==> config.mk <==
export PLATFORM = sky130hd
export DESIGN_NAME = agc_cell
export DESIGN_NICKNAME = d
export VERILOG_FILES = /design/src/rtl/core/agc_pkg.sv /design/src/rtl/core/agc_cell.sv
export SDC_FILE = /design/constraint.sdc
export NUM_CORES = 1
export LEC_CHECK = 0
export ABC_AREA = 1
export BUFFER_PORTS_ARGS = -buffer_cell sky130_fd_sc_hd__buf_2
export CORE_ASPECT_RATIO = 0.8
export CORE_MARGIN = 2
export CORE_UTILIZATION = 40
export CTS_CLUSTER_DIAMETER = 150
export DETAILED_ROUTE_END_ITERATION = 16
export HOLD_SLACK_MARGIN = 0.05
export SLEW_MARGIN = 25
export SYNTH_ARGS = -nofsm -noshare
export SYNTH_HDL_FRONTEND = slang
export SYNTH_SLANG_ARGS = --single-unit
==> constraint.sdc <==
create_clock -name clk -period 3.5 [get_ports clk]
set_input_delay 0.35 -clock clk [delete_from_list [all_inputs] [get_ports clk]]
set_output_delay 0.35 -clock clk [all_outputs]
set_load 0.05 [all_outputs]
==> src/rtl/core/agc_pkg.sv <==
// agc_pkg: shared types and constants for the anagram group classifier
// word layouts, action codes, cell control bundle and parameter defaults
// no dependencies
`timescale 1ns / 1ps
`default_nettype none

package agc_pkg;

	// parameter defaults
	localparam int MAX_GROUPS_DEF = 64;
	localparam int COUNT_BITS_DEF = 8;
	localparam int ALPHABET_DEF   = 26;

	// fixed field widths
	localparam int ACTION_W = 2;
	localparam int LETTER_W = 5;
	localparam int GROUP_W  = 6;
	// wide enough to compare a letter code with any cell position up to 64
	localparam int CELL_POS_W = 7;

	// action codes
	localparam logic [ACTION_W-1:0] ACT_LETTER = 2'd0;
	localparam logic [ACTION_W-1:0] ACT_EOS    = 2'd1;
	localparam logic [ACTION_W-1:0] ACT_CLEAR  = 2'd2;

	// input word
	typedef struct packed {
		logic [ACTION_W-1:0] action;
		logic [LETTER_W-1:0] letter;
	} in_word_t;

	// result word
	typedef struct packed {
		logic [GROUP_W-1:0] group_number;
		logic               new_group;
		logic               table_full;
	} out_word_t;

	// control broadcast from the sequencer to every cell
	typedef struct packed {
		logic                inc;
		logic                clr;
		logic                rd;
		logic                wr;
		logic [LETTER_W-1:0] letter;
	} cell_ctl_t;

endpackage

`default_nettype wire

==> src/rtl/core/agc_cell.sv <==
// agc_cell: one letter position of the classifier chain
// holds the running count of its letter and that letter's column of the
// signature table; depends on agc_pkg
`timescale 1ns / 1ps
`default_nettype none

module agc_cell #(
	parameter int MAX_GROUPS = agc_pkg::MAX_GROUPS_DEF,
	parameter int COUNT_BITS = agc_pkg::COUNT_BITS_DEF,
	parameter int CELL_IDX   = 0,
	localparam int IDX_W     = (MAX_GROUPS > 1) ? $clog2(MAX_GROUPS) : 1
) (
	input  wire                   clk,
	input  wire                   arst_n,
	input  wire agc_pkg::cell_ctl_t ctl,
	input  wire  [IDX_W-1:0]      rd_addr,
	input  wire  [IDX_W-1:0]      wr_addr,
	input  wire                   match_in,
	output logic                  match_out
);

	localparam logic [COUNT_BITS-1:0] COUNT_MAX = '1;
	localparam logic [agc_pkg::CELL_POS_W-1:0] MY_POS = agc_pkg::CELL_POS_W'(CELL_IDX);

	logic [COUNT_BITS-1:0] count_q;
	logic [COUNT_BITS-1:0] column_mem [MAX_GROUPS];
	logic [COUNT_BITS-1:0] rd_data_q;
	logic                  hit_letter;

	// this cell's letter arrived
	assign hit_letter = ({{(agc_pkg::CELL_POS_W - agc_pkg::LETTER_W){1'b0}}, ctl.letter}
		== MY_POS);

	// saturating letter count, cleared after each string
	always_ff @(posedge clk or negedge arst_n) begin
		if (!arst_n) begin
			count_q <= '0;
		end else if (ctl.clr) begin
			count_q <= '0;
		end else if (ctl.inc && hit_letter && (count_q != COUNT_MAX)) begin
			count_q <= count_q + 1'b1;
		end
	end

	// signature column, one entry per group
	always_ff @(posedge clk) begin
		if (ctl.wr) begin
			column_mem[wr_addr] <= count_q;
		end
		if (ctl.rd) begin
			rd_data_q <= column_mem[rd_addr];
		end
	end

	// pass the match along the chain
	assign match_out = match_in && (rd_data_q == count_q);

endmodule

`default_nettype wire
After elaboration in Yosys (flattened, before gate mapping)
Memory sizes are Yosys's and may differ from the RTL's. A register that Yosys moved wholly into a read port is not among the register bits.
Index checks and enable logic that the tools add are counted.
{ "classes": {"eq_ne": 2, "n_mux": 4, "add_sub_neg": 1, "reduce_logical": 5} }
{ "ops": {"columns": ["operator", "count"], "rows": [
  ["two-way mux 8 bit", 2],
  ["adder 8 x 1 -> 8 bit (second input constant)", 1],
  ["equality test 8 bit", 1],
  ["inequality test 8 bit (second input constant)", 1],
  ["logical NOT 5 bit", 1],
  ["logical AND 1 bit", 3],
  ["two-way mux 1 bit", 2],
  ["nonzero test 2 bit", 1]
]} }
{ "word_totals": {"wordCells": 14, "ff_bits": 8, "ram_bits": 512, "output_inout_bits": 1, "memories": 1} }
{ "mem_list": {"columns": ["name", "depth", "word_bits", "read_ports", "rd_ports_with_merged_regs", "wr", "line_no", "rtl"], "rows": [
  ["column_mem", 64, 8, 1, 1, 1, "agc_cell.sv:26", "logic [COUNT_BITS-1:0] column_mem [MAX_GROUPS];"]
]} }

Longest topological paths before layout
{ "logic_depth": {"word_depth": 5, "depth_mapped": 12, "ltp_nobuf": 10} }

Worst setup path after synthesis
OpenSTA, ideal clock, no wires.
{ "synth_path": {"kind": "reg2out", "from": "register count_q[5]", "to": "output port match_out", "path_stages_with_launch": 5, "required_ns": 3.150, "path_buffers": 0, "setup_slack_ns": 0.905, "t_arrival_ns": 2.245, "cell_sequence": "dfrtp_1 -> inv_1 -> a211oi_1 -> nand3_1 -> nor2_1"} }
{ "synth_between": {"elab_chain_cells": 2} }
{ "synth_rtl": {"columns": ["item", "line_no", "rtl"], "rows": [
  ["start: declaration", "agc_cell.sv:25", "logic [COUNT_BITS-1:0] count_q;"],
  ["start signal: assignment", "agc_cell.sv:41", "count_q <= count_q + 1'b1;"],
  ["equality test 8 bit", "agc_cell.sv:56", "assign match_out = match_in && (rd_data_q == count_q);"],
  ["logical AND 1 bit", "agc_cell.sv:56", null],
  ["end: declaration", "agc_cell.sv:19", "output logic match_out"]
]} }
No other way between the ends.

Worst setup path in the final report
{ "layout_path": {"from": "register count_q[1]", "to": "output port match_out"} }
The elaborated chain is that of the path after synthesis.

==> flow_summary.json <==
{
  "worst_pin_slew_ns": 0.9502,
  "synth_top_family_by_area": "simple AND/OR/NAND/NOR gates",
  "cp.required_ns": 3.15,
  "cts_buffer_depth": 3,
  "antenna_found_initial": 4,
  "synth.area.top_cells": "edfxtp_1 (71%), nand2_1 (11%), nand3_1 (10%)",
  "ys_warn_count": 0,
  "area_growth_pct": 11.15,
  "status": "completed",
  "mostFrequentLayoutCells": "nand2_1 (655), edfxtp_1 (520), nand3_1 (447)",
  "synth_adder_area_share_pct": 0.05708,
  "cp_max_fo": 23,
  "finalCritPeriodShare_pct": 75.97,
  "maxCapViolations": 0,
  "vias_per_cell": 5.477,
  "ios": 25,
  "final_nets": 1940,
  "fin_util_pct": 45.11,
  "finalSetupViolCount": 0,
  "yosysTopAreaCell": "edfxtp_1",
  "syn_area_mm2": 0.02192,
  "rsz0062_at_grt": "no",
  "dieHeight_um": 213.4,
  "cts_tree": "built",
  "start_util_pct": 40.58,
  "leakagePower_nw": 8.786,
  "period_needed_ns": 2.659,
  "hold_violations": 0,
  "drtPass1Iterations": 5,
  "synth-simple-area-share_pct": 23.25,
  "synth_nets": 1900,
  "max_freq_ghz": 0.3761,
  "cts_buffers": 50,
  "ir_worst_vdd_mv": 0.4183,
  "routedWlPerCell_um": 21.83,
  "row_count": 76,
  "ys_seq_area_share_pct": 72.15,
  "grt_pass1_wl_um": 87280,
  "dp_hpwl_um": 33360,
  "max_slew_margin_pct": 36.65,
  "track_usage_pct": 20.54,
  "gp_congestion": 0.8369,
  "vias": 14530,
  "die_x_um": 265.7,
  "drv_slew": 0,
  "critical_path_class": "register to output port",
  "start_kind": "register",
  "clk_pin_slew_ns": 0.07,
  "core_area_mm2": 0.05401,
  "final_common_cell": "nand2_1",
  "drtAntennaViolNets": 0,
  "finClkSkew_ns": 0.02600,
  "synth-xor-area-share_pct": 0.2398,
  "synth_top_area_share_pct": 71.24,
  "port_buffers": 24,
  "drcViolationCount": 0,
  "min_path_type": "primary input to register",
  "overflow": 0,
  "yosys-mux-area-fraction_pct": 0,
  "wl_um": 57880,
  "drive_above_1_share_pct": 9.492,
  "syn_avg_cell_area_um2": 11.69,
  "drt-initial-drc-count": 1755,
  "htreeDepth": 2,
  "endpoint_kind": "output port",
  "clock_sinks": 528,
  "crit_arrival_ns": 2.31,
  "worstSkewPairLatency_ns": 0.59,
  "grt_pass1_vias": 13860,
  "post_cts_buffers": 0,
  "ys_ff_latch": 528,
  "synthCells": 1875,
  "ys_types": 30,
  "synth-compound-area-share_pct": 0.3254,
  "grt_max_degree": 129,
  "fin_setup_tns_ns": 0,
  "dieArea_mm2": 0.05670,
  "p_per_area_mw_per_mm2": 532.3,
  "root_buffer": "clkbuf_16"
}
-- synth_stat cells, drive strengths merged --
cell type,count
a211oi,1
a21oi,2
a221oi,1
buf,98
clkbuf,15
dfrtp,8
edfxtp,520
ha,1
inv,22
nand2,657
nand3,447
nand4,10
nor2,68
nor3,2
nor3b,1
nor4,8
o2111ai,1
o21ai,6
o22ai,1
xnor2,2
xor2,4
-- repair_timing --
item	4_1_cts	5_1_grt
hold buffers	2	0
hold endpoints to repair	10	0
resized for setup	0	0
-- registers in the layout, indices dropped and copies added (netlist names) --
signal / flops
column_mem: 512
count_q: 8
rd_data_q: 8
-- per-layer routing --
layer | share of wire (%) | wire (um) | global-route usage, %
met4 | 1.9 | 1097 | 4.707
met3 | 9.5 | 5494 | 4.892
met5 | 0.040 | 23 | 0
met2 | 45 | 25790 | 31.46
met1 | 44 | 25480 | 29.86
-- stage by stage --
stage	std cells	total power, mW	setup WS, ns	area [um^2]	hold slack, ns
final	2652	12.97	0.8411	24360	0.1477
after global routing	2651	13.36	0.6663	24360	0.1365
after CTS	2651	13.05	0.7518	24360	0.1288
after detailed placement	2563	7.894	0.8743	22810	0.2091
after global placement	2563	7.890	0.8415	22810	0.2074
after floorplan	1875	7.634	0.9050	21920	0.05441
-- final cells by class --
type / instances / area [um^2]
clock inverters: 26 / 182.7
multi-input cells: 1212 / 5233
repair buffers: 101 / 799.5
flip-flops and latches: 528 / 15830
fillers: 4918 / 29650
diodes: 1 / 2.502
clock buffers: 60 / 1353
inverters: 22 / 90.09
well taps: 702 / 878.3
-- cell families (layout without fill, tap and decap cells) --
family | Yosys count | in the layout
fa+ha+maj | 1 | 1
other cells | 0 | 1
flops | 528 | 528
simple gates | 1193 | 1193
xor+xnor | 6 | 6
buf+inv | 135 | 209
compound gates | 12 | 12
-- worst paths after layout --
check	to	cells after the start	startpoint	slack, ns
setup / recovery	match_out	5	count_q[1]	0.84
hold / removal	rd_data_q[7]	1	ctl[6]	0.15
setup reg to reg	count_q[7]	8	count_q[1]	1.31
hold reg to reg	count_q[4]	2	count_q[4]	0.67
max in group asynchronous	count_q[6]	2	arst_n	3.13
min in group asynchronous	count_q[7]	2	arst_n	0.18
-- worst max-delay path, cell delays in order (launching register included) --
cell and delay [ns]:
dfrtp_2 0.68, inv_1 0.20, a221oi_1 0.26, nand3_1 0.11
nor2_1 0.18, buf_2 0.30
-- where the power goes --
| part | internal (mW) | leakage, nW | total [mW] | switching [mW] |
|---|---|---|---|---|
| sequential | 6.95 | 4.66 | 6.99 | 0.0374 |
| combinational | 0.201 | 3.37 | 0.778 | 0.576 |
| clock | 2.88 | 0.756 | 5.20 | 2.32 |
(Power assumes the default switching activity.)
